File: src/design/ptb_pkg.sv
package ptb_pkg;

   localparam int ID_BITS   = 4;
   localparam int STEP_BITS = 17;

   localparam logic [1:0] REQ_ADD    = 2'd0;
   localparam logic [1:0] REQ_MODIFY = 2'd1;
   localparam logic [1:0] REQ_DELETE = 2'd2;
   localparam logic [1:0] REQ_TICK   = 2'd3;

   localparam logic KIND_STATUS = 1'b0;
   localparam logic KIND_FIRE   = 1'b1;

   typedef struct packed {
      logic               kind;
      logic [ID_BITS-1:0] id;
      logic               acc;
      logic               last;
   } rsp_type;

endpackage

File: src/design/periodic_timer_bank.sv
// Bank of periodic countdown timers.
// Request channel (req_valid / req_stall): add, modify, delete or tick.
// Add, modify and delete update the timer at once and answer with one
// status transfer (rsp_result_kind 0, rsp_last 1); an add that arms with
// fire_now first sends a fired transfer for the timer.
// A tick walks all NUM_TIMERS slots through one subtract-and-compare unit,
// one slot per cycle while the walk is not held, reading the period/remaining RAM and writing back armed slots.
// Each firing timer gives one fired transfer in index order, rsp_last on
// the final one; a tick where nothing fires gives no transfer.
// The request side is stalled while a request is being worked.
// Results sit in an output register; a new request is taken while the
// last result still waits. A stalled receiver holds the walk only when a
// second fire must be queued behind a held result.
// Synchronous reset disarms all timers and drops any pending result.
module periodic_timer_bank
   import ptb_pkg::*;
#(
   parameter int NUM_TIMERS  = 16,
   parameter int PERIOD_BITS = 24
) (
   input  logic        clock,
   input  logic        reset,
   input  logic        req_valid,
   output logic        req_stall,
   input  logic [1:0]  req_type,
   input  logic [3:0]  req_timer_id,
   input  logic [23:0] req_period,
   input  logic        req_fire_now,
   input  logic [15:0] req_elapsed,
   output logic        rsp_valid,
   input  logic        rsp_stall,
   output logic        rsp_result_kind,
   output logic [3:0]  rsp_fired_id,
   output logic        rsp_accepted,
   output logic        rsp_last
);

   localparam int IDX_W = (NUM_TIMERS > 1) ? $clog2(NUM_TIMERS) : 1;
   localparam logic [IDX_W-1:0] LAST_IDX = IDX_W'(NUM_TIMERS - 1);

   localparam logic [1:0] ST_IDLE   = 2'd0;
   localparam logic [1:0] ST_TICK   = 2'd1;
   localparam logic [1:0] ST_FLUSH  = 2'd2;
   localparam logic [1:0] ST_STATUS = 2'd3;

   logic [1:0]           state_ff, state_in;
   logic [IDX_W-1:0]     ex_idx_ff, ex_idx_in;
   logic [STEP_BITS-1:0] step_ff, step_in;
   logic                 pend_vld_ff, pend_vld_in;
   logic [ID_BITS-1:0]   pend_id_ff, pend_id_in;
   logic [ID_BITS-1:0]   st_id_ff, st_id_in;
   logic                 st_ok_ff, st_ok_in;
   logic                 st_fire_ff, st_fire_in;
   logic                 active_ff [NUM_TIMERS];
   logic                 active_in [NUM_TIMERS];
   logic                 rsp_vld_ff, rsp_vld_in;
   rsp_type              rsp_ff, rsp_in;

   logic                     req_accept;
   logic                     out_free;
   logic                     in_range;
   logic [IDX_W-1:0]         req_idx;
   logic [PERIOD_BITS-1:0]   per_in;
   logic                     per_nz;
   logic                     cur_active;
   logic                     req_ok;
   logic                     arm_wr;

   logic                     ram_wr_en;
   logic [IDX_W-1:0]         ram_wr_addr;
   logic [2*PERIOD_BITS-1:0] ram_wr_data;
   logic [IDX_W-1:0]         ram_rd_addr;
   logic [2*PERIOD_BITS-1:0] ram_rd_data;

   logic                     ex_active;
   logic                     unit_fires;
   logic [PERIOD_BITS-1:0]   unit_next;
   logic                     ex_fire;
   logic                     advance;

   ptb_ram #(
      .WIDTH (2 * PERIOD_BITS),
      .DEPTH (NUM_TIMERS)
   ) u_ram (
      .clock   (clock),
      .wr_en   (ram_wr_en),
      .wr_addr (ram_wr_addr),
      .wr_data (ram_wr_data),
      .rd_addr (ram_rd_addr),
      .rd_data (ram_rd_data)
   );

   ptb_unit #(
      .PERIOD_BITS (PERIOD_BITS)
   ) u_unit (
      .remaining      (ram_rd_data[PERIOD_BITS-1:0]),
      .period         (ram_rd_data[2*PERIOD_BITS-1:PERIOD_BITS]),
      .step           (step_ff),
      .fires          (unit_fires),
      .next_remaining (unit_next)
   );

   assign req_stall  = (state_ff != ST_IDLE);
   assign req_accept = req_valid && (state_ff == ST_IDLE);
   assign out_free   = !rsp_vld_ff || !rsp_stall;

   assign in_range   = (32'(req_timer_id) < 32'(NUM_TIMERS));
   assign req_idx    = IDX_W'(req_timer_id);
   assign per_in     = PERIOD_BITS'(req_period);
   assign per_nz     = |per_in;
   assign cur_active = in_range && active_ff[req_idx];

   always_comb begin
      unique case (req_type)
         REQ_ADD:    req_ok = in_range && !cur_active && per_nz;
         REQ_MODIFY: req_ok = in_range && per_nz;
         REQ_DELETE: req_ok = cur_active;
         default:    req_ok = 1'b0;
      endcase
   end

   assign arm_wr = req_accept && req_ok &&
                   ((req_type == REQ_ADD) || (req_type == REQ_MODIFY));

   assign ex_active = active_ff[ex_idx_ff];
   assign ex_fire   = ex_active && unit_fires;
   assign advance   = !(ex_fire && pend_vld_ff && !out_free);

   always_comb begin
      ram_wr_en   = 1'b0;
      ram_wr_addr = req_idx;
      ram_wr_data = {per_in, per_in};
      ram_rd_addr = '0;
      if (state_ff == ST_IDLE) begin
         ram_wr_en = arm_wr;
      end else if (state_ff == ST_TICK) begin
         ram_wr_en   = advance && ex_active;
         ram_wr_addr = ex_idx_ff;
         ram_wr_data = {ram_rd_data[2*PERIOD_BITS-1:PERIOD_BITS], unit_next};
         ram_rd_addr = advance ? (ex_idx_ff + IDX_W'(1)) : ex_idx_ff;
      end
   end

   always_comb begin
      state_in    = state_ff;
      ex_idx_in   = ex_idx_ff;
      step_in     = step_ff;
      pend_vld_in = pend_vld_ff;
      pend_id_in  = pend_id_ff;
      st_id_in    = st_id_ff;
      st_ok_in    = st_ok_ff;
      st_fire_in  = st_fire_ff;
      active_in   = active_ff;
      rsp_vld_in  = rsp_vld_ff && rsp_stall;
      rsp_in      = rsp_ff;

      unique case (state_ff)
         ST_IDLE: begin
            if (req_accept) begin
               if (req_type == REQ_TICK) begin
                  state_in    = ST_TICK;
                  ex_idx_in   = '0;
                  step_in     = STEP_BITS'(req_elapsed) + STEP_BITS'(1);
                  pend_vld_in = 1'b0;
               end else begin
                  state_in   = ST_STATUS;
                  st_id_in   = req_timer_id;
                  st_ok_in   = req_ok;
                  st_fire_in = (req_type == REQ_ADD) && req_ok && req_fire_now;
                  if (in_range) begin
                     if (req_type == REQ_MODIFY) begin
                        active_in[req_idx] = per_nz;
                     end else if (req_type == REQ_DELETE) begin
                        active_in[req_idx] = 1'b0;
                     end else if (req_ok) begin
                        active_in[req_idx] = 1'b1;
                     end
                  end
               end
            end
         end
         ST_TICK: begin
            if (advance) begin
               if (ex_fire) begin
                  if (pend_vld_ff) begin
                     rsp_vld_in = 1'b1;
                     rsp_in     = '{kind: KIND_FIRE, id: pend_id_ff, acc: 1'b0,
                                    last: 1'b0};
                  end
                  pend_vld_in = 1'b1;
                  pend_id_in  = ID_BITS'(ex_idx_ff);
               end
               if (ex_idx_ff == LAST_IDX) begin
                  state_in = ST_FLUSH;
               end else begin
                  ex_idx_in = ex_idx_ff + IDX_W'(1);
               end
            end
         end
         ST_FLUSH: begin
            if (!pend_vld_ff) begin
               state_in = ST_IDLE;
            end else if (out_free) begin
               rsp_vld_in  = 1'b1;
               rsp_in      = '{kind: KIND_FIRE, id: pend_id_ff, acc: 1'b0, last: 1'b1};
               pend_vld_in = 1'b0;
               state_in    = ST_IDLE;
            end
         end
         ST_STATUS: begin
            if (out_free) begin
               rsp_vld_in = 1'b1;
               if (st_fire_ff) begin
                  rsp_in     = '{kind: KIND_FIRE, id: st_id_ff, acc: 1'b0, last: 1'b0};
                  st_fire_in = 1'b0;
               end else begin
                  rsp_in   = '{kind: KIND_STATUS, id: st_id_ff, acc: st_ok_ff,
                              last: 1'b1};
                  state_in = ST_IDLE;
               end
            end
         end
         default: begin
            state_in = ST_IDLE;
         end
      endcase
   end

   always_ff @(posedge clock) begin
      if (reset) begin
         state_ff    <= ST_IDLE;
         pend_vld_ff <= 1'b0;
         st_fire_ff  <= 1'b0;
         rsp_vld_ff  <= 1'b0;
         for (int i = 0; i < NUM_TIMERS; i++) begin
            active_ff[i] <= 1'b0;
         end
      end else begin
         state_ff    <= state_in;
         pend_vld_ff <= pend_vld_in;
         st_fire_ff  <= st_fire_in;
         rsp_vld_ff  <= rsp_vld_in;
         active_ff   <= active_in;
      end
   end

   always_ff @(posedge clock) begin
      ex_idx_ff  <= ex_idx_in;
      step_ff    <= step_in;
      pend_id_ff <= pend_id_in;
      st_id_ff   <= st_id_in;
      st_ok_ff   <= st_ok_in;
      rsp_ff     <= rsp_in;
   end

   assign rsp_valid       = rsp_vld_ff;
   assign rsp_result_kind = rsp_ff.kind;
   assign rsp_fired_id    = rsp_ff.id;
   assign rsp_accepted    = rsp_ff.acc;
   assign rsp_last        = rsp_ff.last;

endmodule

File: src/design/ptb_ram.sv
module ptb_ram #(
   parameter int WIDTH = 48,
   parameter int DEPTH = 16,
   localparam int AW = (DEPTH > 1) ? $clog2(DEPTH) : 1
) (
   input  logic             clock,
   input  logic             wr_en,
   input  logic [AW-1:0]    wr_addr,
   input  logic [WIDTH-1:0] wr_data,
   input  logic [AW-1:0]    rd_addr,
   output logic [WIDTH-1:0] rd_data
);

   logic [WIDTH-1:0] mem_ff [DEPTH];
   logic [WIDTH-1:0] rd_data_ff;

   always_ff @(posedge clock) begin
      if (wr_en) begin
         mem_ff[wr_addr] <= wr_data;
      end
      rd_data_ff <= mem_ff[rd_addr];
   end

   assign rd_data = rd_data_ff;

endmodule

File: src/design/ptb_unit.sv
module ptb_unit
   import ptb_pkg::*;
#(
   parameter int PERIOD_BITS = 24
) (
   input  logic [PERIOD_BITS-1:0] remaining,
   input  logic [PERIOD_BITS-1:0] period,
   input  logic [STEP_BITS-1:0]   step,
   output logic                   fires,
   output logic [PERIOD_BITS-1:0] next_remaining
);

   localparam int CW = (PERIOD_BITS > STEP_BITS) ? PERIOD_BITS : STEP_BITS;

   logic [CW-1:0] rem_x;
   logic [CW-1:0] step_x;
   logic [CW-1:0] diff;

   always_comb begin
      rem_x          = CW'(remaining);
      step_x         = CW'(step);
      diff           = rem_x - step_x;
      fires          = (rem_x <= step_x);
      next_remaining = fires ? period : PERIOD_BITS'(diff);
   end

endmodule

File: config.mk
export PLATFORM = sky130hd
export DESIGN_NAME = periodic_timer_bank
export DESIGN_NICKNAME = d
export VERILOG_FILES = /design/src/design/ptb_pkg.sv /design/src/design/periodic_timer_bank.sv /design/src/design/ptb_ram.sv /design/src/design/ptb_unit.sv
export SDC_FILE = /design/constraint.sdc
export NUM_CORES = 1
export LEC_CHECK = 0
export BUFFER_PORTS_ARGS = -buffer_cell sky130_fd_sc_hd__buf_2
export CORE_ASPECT_RATIO = 0.5
export CORE_MARGIN = 1.5
export CORE_UTILIZATION = 35
export DETAILED_ROUTE_END_ITERATION = 16
export PLACE_DENSITY = 0.57
export SLEW_MARGIN = 20
export SYNTH_ARGS = -nofsm -noshare
export SYNTH_HDL_FRONTEND = slang
export SYNTH_HIERARCHICAL = 1
export SYNTH_SLANG_ARGS = --single-unit
export TNS_END_PERCENT = 5
File: constraint.sdc
create_clock -name clock -period 7.4 [get_ports clock]
set_input_delay 1.48 -clock clock [delete_from_list [all_inputs] [get_ports clock]]
set_output_delay 1.48 -clock clock [all_outputs]
set_load 0.05 [all_outputs]
==> reports/metrics.cfg, run 1 <==
[timing]
timing.final.hold_violations = 0
fin_skew_ns = 0.0294
finalSetupTns_ns = 0
rsz0062_at_grt = false
slew_headroom = 0.271
slew_violations = 0
tightestPinTransition_ns = 1.09
fmax_mhz = 170
fin_crit_sh = 0.795
setup_viol = 0
period_needed_ns = 5.88

[logic_synthesis]
syn_area_per_cell_sq_um = 18.1
synth_cell_types = 78
synth_top_area_frac = 0.688
ys_seq_elements = 874
synthTopCellsByArea = edfxtp_1 69%, mux4_2 13%, dfxtp_1 3.9%
syn-num-nets = 2018
ys_seq_area_frac = 0.727
synth-edff-count = 805
syn-instance-count = 1943
synth_area_sq_um = 35200
synth-async-reset-ratio = 0
yosysWarnings = 6
synth_area_leader_cell = edfxtp_1
synth_ff_type = edfxtp_1

[pwr]
power.total_mw = 13.2
max-vdd-ir-drop_v = 0.000185
p_per_area_nw_per_um2 = 330
p_leak_nw = 12.7

[setup_path]
cp.required_ns = 7.88
crit_chain = inv_1 > ha_1 > nand4_1 > nor3_1 > nand3_1 > and2_1 > a311o_2 > inv_2 > and4_1 > o211ai_1 > o22ai_1 > xor2_1 > nor2_4 > buf_12 > buf_12 > mux4_2 > a22oi_1 > nand2_1
criticalPathCategory = flip-flop to flip-flop
slowest_delay_ns = 0.67
worstPathMaxFanout = 26
cp_data_arrival_time_ns = 6.36
cp_common_cell = buf_12
cp-start-kind = flip-flop
path_buf_inv = 4
crit_family = simple AND/OR/NAND/NOR gates
crit_path_end_kind = flip-flop
cp_slowest_cell = o22ai_1

[clocking]
clkLatencyLatePin_ns = 0.65
postCtsResizedCells = 0
cts_setup_buffers = 0
cts_tree = yes
numCtsBuffers = 83
clk_pin_slew_ns = 0.07
hold_buffers = 0
clk_path_buf_depth = 3
cts_sinks = 874
ctsRootBufferMaster = clkbuf_16
h-tree-depth = 3

[floorplan]
die_h_um = 227
coreArea_sq_um = 98600
die_area_sq_um = 102000
io_pins = 60
num_rows = 81
initial_core_util = 0.356
die_x_um = 451

[final_layout]
drive_above_1_share = 0.235
finish.net_count = 2124
fill_cells = 8753
syn_to_final_growth_pct = 14.1
layoutNonFillerInstCount = 3450

[detailed_routing]
wl_per_cell_um = 24.9
ant_nets = 0
vias = 18533
drt-total-wl_um = 85900
first_pass_iters = 5
remaining_drc_errors = 0
drt_iter0_drc = 1892
drt-vias-per-instance = 5.37

[global_route]
grt_pass1_vias = 18648
grt_pass1_wl_um = 127000
track_usage = 0.169
grt-ovfl-total = 0
grt_antenna_before_repair = 6
grt_max_degree = 52

[place]
numPortBuffers = 59
dpl.hpwl_um = 53600
dp.cells = 3292
gp_congestion = 0.824

[flow_run]
max_cap_viol_count = 0

[worst_hold_path]
min_path_type = flip-flop to flip-flop

[status]
outcome = completed

registers in the layout, indices dropped and copies added, names as in the netlist, named ones only:
register	count
ex_idx_ff	4
pend_id_ff	4
pend_vld_ff	1
rsp_accepted	1
rsp_fired_id	4
rsp_last	1
rsp_result_kind	1
rsp_valid	1
st_fire_ff	1
st_id_ff	4
st_ok_ff	1
state_ff	2
step_ff	17
u_ram/mem_ff	768
u_ram/rd_data	48
layout make-up:
type | instances | area [sq um] | share of cell area
Sequential cell | 874 | 25600 | 0.637
Multi-Input combinational cell | 935 | 9120 | 0.227
Clock inverter | 50 | 478 | 0.0119
Antenna cell | 3 | 7.51 | 0.000187
Timing Repair Buffer | 121 | 923 | 0.0230
Tap cell | 1328 | 1660 | 0.0414
Inverter | 34 | 128 | 0.00318
Clock buffer | 105 | 2240 | 0.0559
cells in the final DEF, fill, tap and decap left out, types with 24 or more instances in the layout:
cell type and instances:
clkbuf_16 85, nor2_1 49, nand2b_1 24, nand2_1 224, a22oi_1 96, dfxtp_1 69, mux4_2 198, buf_4 49
edfxtp_1 805, buf_2 59, inv_1 32, a21oi_1 40
cells in the mapped netlist (4+ instances only):
| cell | instances |
|---|---|
| a21o_1 | 4 |
| a21oi_1 | 40 |
| a22o_1 | 4 |
| a22oi_1 | 96 |
| a31oi_1 | 8 |
| and2_1 | 5 |
| and3_1 | 6 |
| and4_1 | 4 |
| buf_1 | 16 |
| buf_2 | 12 |
| buf_4 | 19 |
| buf_6 | 5 |
| clkbuf_1 | 46 |
| dfxtp_1 | 69 |
| edfxtp_1 | 805 |
| ha_1 | 23 |
| inv_1 | 32 |
| mux2_1 | 9 |
| mux2i_1 | 21 |
| mux4_2 | 198 |
| nand2_1 | 224 |
| nand2b_1 | 24 |
| nand3_1 | 23 |
| nand3b_1 | 4 |
| nand4_1 | 8 |
| nor2_1 | 65 |
| nor2b_1 | 7 |
| nor3_1 | 10 |
| nor4_1 | 12 |
| nor4_2 | 10 |
| o211ai_1 | 4 |
| o21ai_0 | 18 |
| o21ai_1 | 6 |
| o21bai_1 | 4 |
| o22ai_1 | 5 |
| o31a_1 | 4 |
| o31ai_1 | 6 |
| or3_1 | 6 |
| xnor2_1 | 22 |
| xor2_1 | 11 |
per-stage QoR:
stage	hold slack (ns)	utilization	setup WS, ns	area [sq um]
after detailed placement	0.484	0.379	1.36	37400
after global placement	0.472	0.379	1.38	37400
after CTS	0.498	0.407	1.55	40100
after floorplan	0.424	-	0.111	35200
after global routing	0.516	0.407	1.18	40100
final	0.497	0.407	1.52	40100
power breakdown:
| part | leakage, nW | internal (mW) | total (mW) | switching, mW |
|---|---|---|---|---|
| logic | 3.51 | 0.935 | 2.73 | 1.80 |
| registers | 7.83 | 6.02 | 6.21 | 0.198 |
| clock network | 1.34 | 2.44 | 4.27 | 1.84 |
cell families after synthesis:
group	synth area share
AO/OA/AOI/OAI	0.0444
XOR/XNOR	0.00822
adder cells (fa/ha/maj)	0.00876
buffers and inverters	0.0185
flip-flops	0.727
multiplexers	0.136
AND/OR/NAND/NOR	0.0569
path summary, 6_finish.rpt:
| kind | slack [ns] | cells past startpoint | start | end |
|---|---|---|---|---|
| hold / removal | 0.50 | 2 | flip-flop | flip-flop |
| hold reg to reg | 0.50 | 2 | flip-flop | flip-flop |
| setup reg to reg | 1.52 | 18 | step_ff[5] | u_ram/rd_data[36] |
| setup / recovery | 1.52 | 18 | step_ff[5] | u_ram/rd_data[36] |
worst register-to-register path, stage by stage (launching register included):
cell and delay, ns:
edfxtp_1 0.33, inv_1 0.06, ha_1 0.43, nand4_1 0.19, nor3_1 0.26, nand3_1 0.11
and2_1 0.17, a311o_2 0.37, inv_2 0.14, and4_1 0.27, o211ai_1 0.11, o22ai_1 0.67
xor2_1 0.22, nor2_4 0.66, buf_12 0.35, buf_12 0.31, mux4_2 0.56, a22oi_1 0.40
nand2_1 0.13
metal layers:
layer,global-route usage,up-vias,share of wire
met5,0,-,0.00023
met4,0.0484,2,0.024
met3,0.0316,120,0.065
met2,0.264,589,0.46
met1,0.242,9787,0.45
li1,-,8035,-
Note: power is estimated with default switching activity, not from simulation.
==> run 2, diff against run 1 <==
clock period = 5.19 ns   (was 7.4 ns; I/O delays follow)
==> reports/metrics.cfg, run 2 (synthesized netlist as in run 1, its figures left out) <==
[setup_path]
crit_path_end_kind = flip-flop
worstPathMaxFanout = 32  ; +23%
criticalPathCategory = flip-flop to flip-flop
cp-start-kind = flip-flop
regToRegStartpoint = step_ff[5]
crit_chain = inv_1 > ha_1 > nand4_1 > nor3_1 > nand3_1 > and2_1 > a311o_2 > inv_2 > and4_1 > o211ai_1 > o22ai_1 > buf_4 > mux2i_1 > nor2_4 > buf_12 > buf_12 > mux4_2 > a22oi_1 > nand2_1
cp_data_arrival_time_ns = 5.41  ; -0.95 ns
cp_slowest_cell = a22oi_1
ff2ff_path_depth = 19  ; +1
slowest_delay_ns = 0.52  ; -0.15 ns
path_buf_inv = 5  ; +1
cp.required_ns = 5.67  ; -2.21 ns
cp_common_cell = buf_12
r2r_slack_ns = 0.26  ; -1.26 ns
crit_family = simple AND/OR/NAND/NOR gates
r2r-end = u_ram/rd_data[16]

[floorplan]
die_x_um = 451  ; unchanged
io_pins = 60  ; unchanged
initial_core_util = 0.356  ; unchanged
die_area_sq_um = 102000  ; unchanged
num_rows = 81  ; unchanged
die_h_um = 227  ; unchanged
coreArea_sq_um = 98600  ; unchanged

[clocking]
numCtsBuffers = 83  ; unchanged
clk_path_buf_depth = 3  ; unchanged
hold_buffers = 0  ; unchanged
postCtsResizedCells = 0  ; unchanged
cts_tree = yes
h-tree-depth = 3  ; unchanged
ctsRootBufferMaster = clkbuf_16
clkLatencyLatePin_ns = 0.65  ; about the same
clk_pin_slew_ns = 0.07  ; about the same
cts_sinks = 874  ; unchanged
cts_setup_buffers = 0  ; unchanged

[timing]
whs_ns = 0.494  ; -0.00257 ns
fin_skew_ns = 0.0251  ; -0.00426 ns
timing.final.hold_violations = 0  ; unchanged
slew_violations = 0  ; unchanged
setup_viol = 0  ; unchanged
rsz0062_at_grt = false
fin_crit_sh = 0.950  ; +0.156
tightestPinTransition_ns = 1.15  ; +0.0621 ns
period_needed_ns = 4.93  ; -0.948 ns
fmax_mhz = 203  ; +19%
fin_ws_ns = 0.258  ; -1.26 ns
slew_headroom = 0.229  ; -0.0415

[final_layout]
finish.net_count = 2129  ; +0.24%
final_cell_mix = 805 x edfxtp_1, 224 x nand2_1, 198 x mux4_2
drive_above_1_share = 0.236  ; +0.000970
syn_to_final_growth_pct = 14.9
top_register = u_ram/mem_ff
fill_cells = 8745  ; -0.091%
final_common_cell = edfxtp_1
final_util = 0.410  ; +0.00277
num_antenna_cells = 0  ; -3
largest_register_ffs = 768  ; unchanged

[status]
outcome = completed

[detailed_routing]
first_pass_iters = 5  ; unchanged
ant_nets = 0  ; unchanged
remaining_drc_errors = 0  ; unchanged
drt-total-wl_um = 89100  ; +3.7%
drt_iter0_drc = 1914  ; +1.2%
vias = 18720  ; +1.0%
wl_per_cell_um = 25.8  ; +3.6%
drt-vias-per-instance = 5.42  ; +0.98%

[pwr]
p_leak_nw = 12.7  ; +0.48%
power.switching_mw = 5.46  ; +42%
p_clk_frac = 0.324  ; about the same
p_per_area_nw_per_um2 = 469  ; +42%
max-vdd-ir-drop_v = 0.000233  ; +26%
sw_frac_of_total = 0.288  ; -0.00135
seqPwrFrac = 0.466  ; -0.004
p_int_mw = 13.5  ; +43%
combPwrFrac = 0.210  ; +0.003

[worst_hold_path]
min_path_type = flip-flop to flip-flop
holdPathStages = 2  ; unchanged

[global_route]
grt_pass1_wl_um = 131000  ; +2.5%
track_usage = 0.175  ; +0.00537
grt_pass1_vias = 18965  ; +1.7%
grt-ovfl-total = 0  ; unchanged
grt_max_degree = 49  ; -5.8%
grt_antenna_before_repair = 2  ; -4

[flow_run]
max_cap_viol_count = 0  ; unchanged

[place]
gp_congestion = 0.844  ; +2.5%
numPortBuffers = 59  ; unchanged
post-place-ws_ns = 0.253  ; -1.11 ns
dpl.hpwl_um = 51100  ; -4.6%

run 2: cell count changes in the layout (fill, tap and decap cells not counted), moves of 3 or more:
cell,previous run,this run
clkinv_2,18,14
diode_2,3,0
buf_12,13,29
buf_4,49,37
inv_6,4,1
run 2: worst max-delay path by stage:
stage,from,to,slack (ns),depth (start not counted)
floorplan,req_timer_id[3],u_ram/mem_ff[12][0],-1.34,8
global placement,step_ff[5],u_ram/rd_data[16],0.29,18
detailed placement,step_ff[0],u_ram/rd_data[11],0.25,17
CTS,step_ff[0],u_ram/rd_data[11],0.18,17
global route,step_ff[5],u_ram/rd_data[16],0.005,19
finish,step_ff[5],u_ram/rd_data[16],0.26,19
run 2: layout make-up:
cell class,instances,area (sq um),area share
Clock inverter,50,522,0.0129
Multi-Input combinational cell,936,9140,0.226
Sequential cell,874,25600,0.633
Clock buffer,104,2230,0.0552
Timing Repair Buffer,125,1150,0.0286
Inverter,34,128,0.00316
Tap cell,1328,1660,0.0411
run 2: power groups by stage:
| stage | registers, mW | clock network, mW | logic, mW |
|---|---|---|---|
| 2_1_floorplan | 8.85 | 0 | 2.58 |
| 3_3_place_gp | 8.97 | 0 | 3.91 |
| 3_5_place_dp | 8.98 | 0 | 3.95 |
| 4_1_cts | 8.83 | 6.26 | 3.96 |
| 5_1_grt | 8.86 | 6.51 | 4.28 |
| 6_report | 8.83 | 6.13 | 3.97 |
run 2: metrics by stage:
| stage | setup TNS (ns) | power (mW) | instance area (sq um) | instances |
|---|---|---|---|---|
| final | 0 | 18.9 | 40400 | 3451 |
| after global placement | 0 | 12.9 | 37600 | 3296 |
| after global routing | 0 | 19.6 | 40400 | 3451 |
| after detailed placement | 0 | 12.9 | 37600 | 3296 |
| after CTS | 0 | 19.1 | 40400 | 3450 |
| after floorplan | -200.15 | 11.4 | 35200 | 1943 |
run 2: layer usage:
metal / track usage / vias to the layer above / part of all wire / wire, um
met5: 0 / - / 0.00022 / 20
met4: 0.0433 / 2 / 0.021 / 1860
met3: 0.0256 / 128 / 0.058 / 5160
met2: 0.282 / 615 / 0.47 / 42100
met1: 0.250 / 9948 / 0.45 / 39900
li1: - / 8027 / - / -
run 2: worst register-to-register path: stages (launching register included):
cell and delay, ns:
edfxtp_1 0.32, inv_1 0.04, ha_1 0.42, nand4_1 0.19, nor3_1 0.28, nand3_1 0.10
and2_1 0.16, a311o_2 0.39, inv_2 0.07, and4_1 0.24, o211ai_1 0.10, o22ai_1 0.31
buf_4 0.22, mux2i_1 0.11, nor2_4 0.14, buf_12 0.25, buf_12 0.30, mux4_2 0.38
a22oi_1 0.52, nand2_1 0.22
==> run 3, diff against run 2 <==
MAX_ROUTING_LAYER = met4   (was unset)
PLACE_DENSITY = 0.55   (was 0.57)
clock period = 4.64 ns   (was 5.19 ns; I/O delays follow)
==> reports/metrics.cfg, run 3 (synthesized netlist as in run 1, its figures left out) <==
[detailed_routing]
ant_nets = 0  ; unchanged
remaining_drc_errors = 0  ; unchanged
drt-vias-per-instance = 5.39  ; -0.68%
wl_per_cell_um = 26.5  ; +2.8%
drt-total-wl_um = 92900  ; +4.3%
drt_iter0_drc = 1926  ; +0.63%
vias = 18851  ; +0.70%
first_pass_iters = 7  ; +2

[clocking]
hold_buffers = 0  ; unchanged
numCtsBuffers = 84  ; +1.2%
h-tree-depth = 3  ; unchanged
cts_tree = yes
clk_path_buf_depth = 3  ; unchanged
clkLatencyLatePin_ns = 0.64  ; about the same
ctsRootBufferMaster = clkbuf_16
clk_pin_slew_ns = 0.06  ; about the same
cts_sinks = 874  ; unchanged

[floorplan]
initial_core_util = 0.356  ; unchanged
io_pins = 60  ; unchanged
die_x_um = 451  ; unchanged
die_h_um = 227  ; unchanged
num_rows = 81  ; unchanged
coreArea_sq_um = 98600  ; unchanged
die_area_sq_um = 102000  ; unchanged

[final_layout]
finish.net_count = 2175  ; +2.2%
layoutNonFillerInstCount = 3499  ; +1.4%
fin_area_sq_um = 41100  ; +1.7%
regArea_sq_um = 25600  ; unchanged
largest_register_ffs = 768  ; unchanged
final_cell_mix = 805 x edfxtp_1, 223 x nand2_1, 198 x mux4_2
top_register = u_ram/mem_ff
final_util = 0.416  ; +0.00684
drive_above_1_share = 0.255  ; +0.0187
multi_input_area_sq_um = 9160  ; +0.21%
num_antenna_cells = 0  ; unchanged
final_common_cell = edfxtp_1
syn_to_final_growth_pct = 16.8
fill_cells = 8717  ; -0.32%

[setup_path]
worstPathMaxFanout = 17  ; -47%
cp_slowest_cell = or4b_1
crit_family = simple AND/OR/NAND/NOR gates
crit_path_end_kind = flip-flop
cp_common_cell = buf_4
slowest_delay_ns = 0.50  ; -0.02 ns
cp_data_arrival_time_ns = 5.05  ; -0.36 ns
cp.required_ns = 5.19  ; -0.48 ns
path_buf_inv = 4  ; -1
criticalPathCategory = flip-flop to flip-flop
crit_chain = ha_1 > fa_1 > nand2b_1 > a21oi_1 > o2111ai_1 > nand3_1 > a311o_2 > inv_2 > and4_1 > o211ai_1 > o22ai_2 > buf_4 > or4b_1 > o21ai_1 > buf_4 > and2_4 > buf_12 > a22oi_1 > nand2_1
cp-start-kind = flip-flop

[timing]
fmax_mhz = 222  ; +9.6%
timing.final.hold_violations = 0  ; unchanged
slew_headroom = 0.514  ; +0.285
fin_crit_sh = 0.970  ; +0.0194
setup_viol = 0  ; unchanged
slew_violations = 0  ; unchanged
fin_skew_ns = 0.0203  ; -0.00483 ns
period_needed_ns = 4.50  ; -0.433 ns
tightestPinTransition_ns = 0.722  ; -0.432 ns

[global_route]
grt_antenna_before_repair = 1  ; -1
track_usage = 0.183  ; +0.00877
grt-ovfl-total = 0  ; unchanged
grt_pass1_wl_um = 132000  ; +1.5%
grt_max_degree = 84  ; +71%
grt_pass1_vias = 18775  ; -1.0%

[place]
dp.cells = 3335  ; +1.2%
numPortBuffers = 59  ; unchanged
dpl_cell_area_sq_um = 38100  ; +1.2%
dpl.hpwl_um = 52600  ; +3.0%
gp_congestion = 0.814  ; -3.6%

[pwr]
p_leak_nw = 13.1  ; +2.9%
p_per_area_nw_per_um2 = 525  ; +12%
max-vdd-ir-drop_v = 0.000267  ; +15%

[flow_run]
max_cap_viol_count = 0  ; unchanged

[worst_hold_path]
min_path_type = flip-flop to flip-flop

[status]
outcome = completed

[run 3: changes by cell type in the layout (fill, tap and decap cells not counted), sizes merged]
| cell | before | now |
|---|---|---|
| clkbuf | 104 | 120 |
| buf | 125 | 168 |
| nor2b | 8 | 7 |
| clkinvlp | 5 | 2 |
| clkinv | 34 | 23 |
| inv | 36 | 39 |
| bufinv | 9 | 10 |
[run 3: repair_timing]
item,CTS,global route
resized for setup,0,8
buffers inserted,0,4
setup endpoints to repair,0,47
[run 3: final timing paths]
check | start | end | slack (ns) | cells after the start
max | step_ff[0] | u_ram/rd_data[7] | 0.14 | 19
min | flip-flop | flip-flop | 0.49 | 2
max reg2reg | step_ff[0] | u_ram/rd_data[7] | 0.14 | 19
min reg2reg | flip-flop | flip-flop | 0.49 | 2
[run 3: layout make-up]
type / count / share of cell area
Clock buffer: 117 / 0.0577
Clock inverter: 40 / 0.0116
Inverter: 34 / 0.00311
Multi-Input combinational cell: 935 / 0.223
Sequential cell: 874 / 0.622
Tap cell: 1328 / 0.0405
Timing Repair Buffer: 171 / 0.0418
[run 3: where the power goes]
part	leakage [nW]	total [mW]	switching (mW)	internal [mW]
sequential	7.83	9.91	0.314	9.59
clock	1.40	7.07	2.93	4.14
combinational	3.88	4.59	2.90	1.69
total	13.1	21.6	6.14	15.4
[run 3: worst register-to-register path, cell delays in order (launching register included)]
cell       delay, ns
edfxtp_1        0.41
ha_1            0.23
fa_1            0.40
nand2b_1        0.18
a21oi_1         0.22
o2111ai_1       0.13
nand3_1         0.11
a311o_2         0.19
inv_2           0.08
and4_1          0.25
o211ai_1        0.13
o22ai_2         0.15
buf_4           0.20
or4b_1          0.50
o21ai_1         0.17
buf_4           0.20
and2_4          0.35
buf_12          0.24
a22oi_1         0.09
nand2_1         0.18
[run 3: routing by layer]
metal / track usage / part of all wire
met1: 0.265 / 0.47
met2: 0.278 / 0.46
met3: 0.0241 / 0.059
met4: 0.0411 / 0.019
met5: - / 0
[run 3: through the flow]
stage	TNS (ns)	total power, mW	hold WS [ns]	setup slack [ns]
final	0	21.6	0.491	0.140
after global routing	-0.0866	22.4	0.518	-0.0209
after CTS	0	21.6	0.495	0.0752
after detailed placement	0	14.6	0.475	0.103
after global placement	0	14.5	0.475	0.170
after floorplan	-303.00	12.8	0.424	-0.579
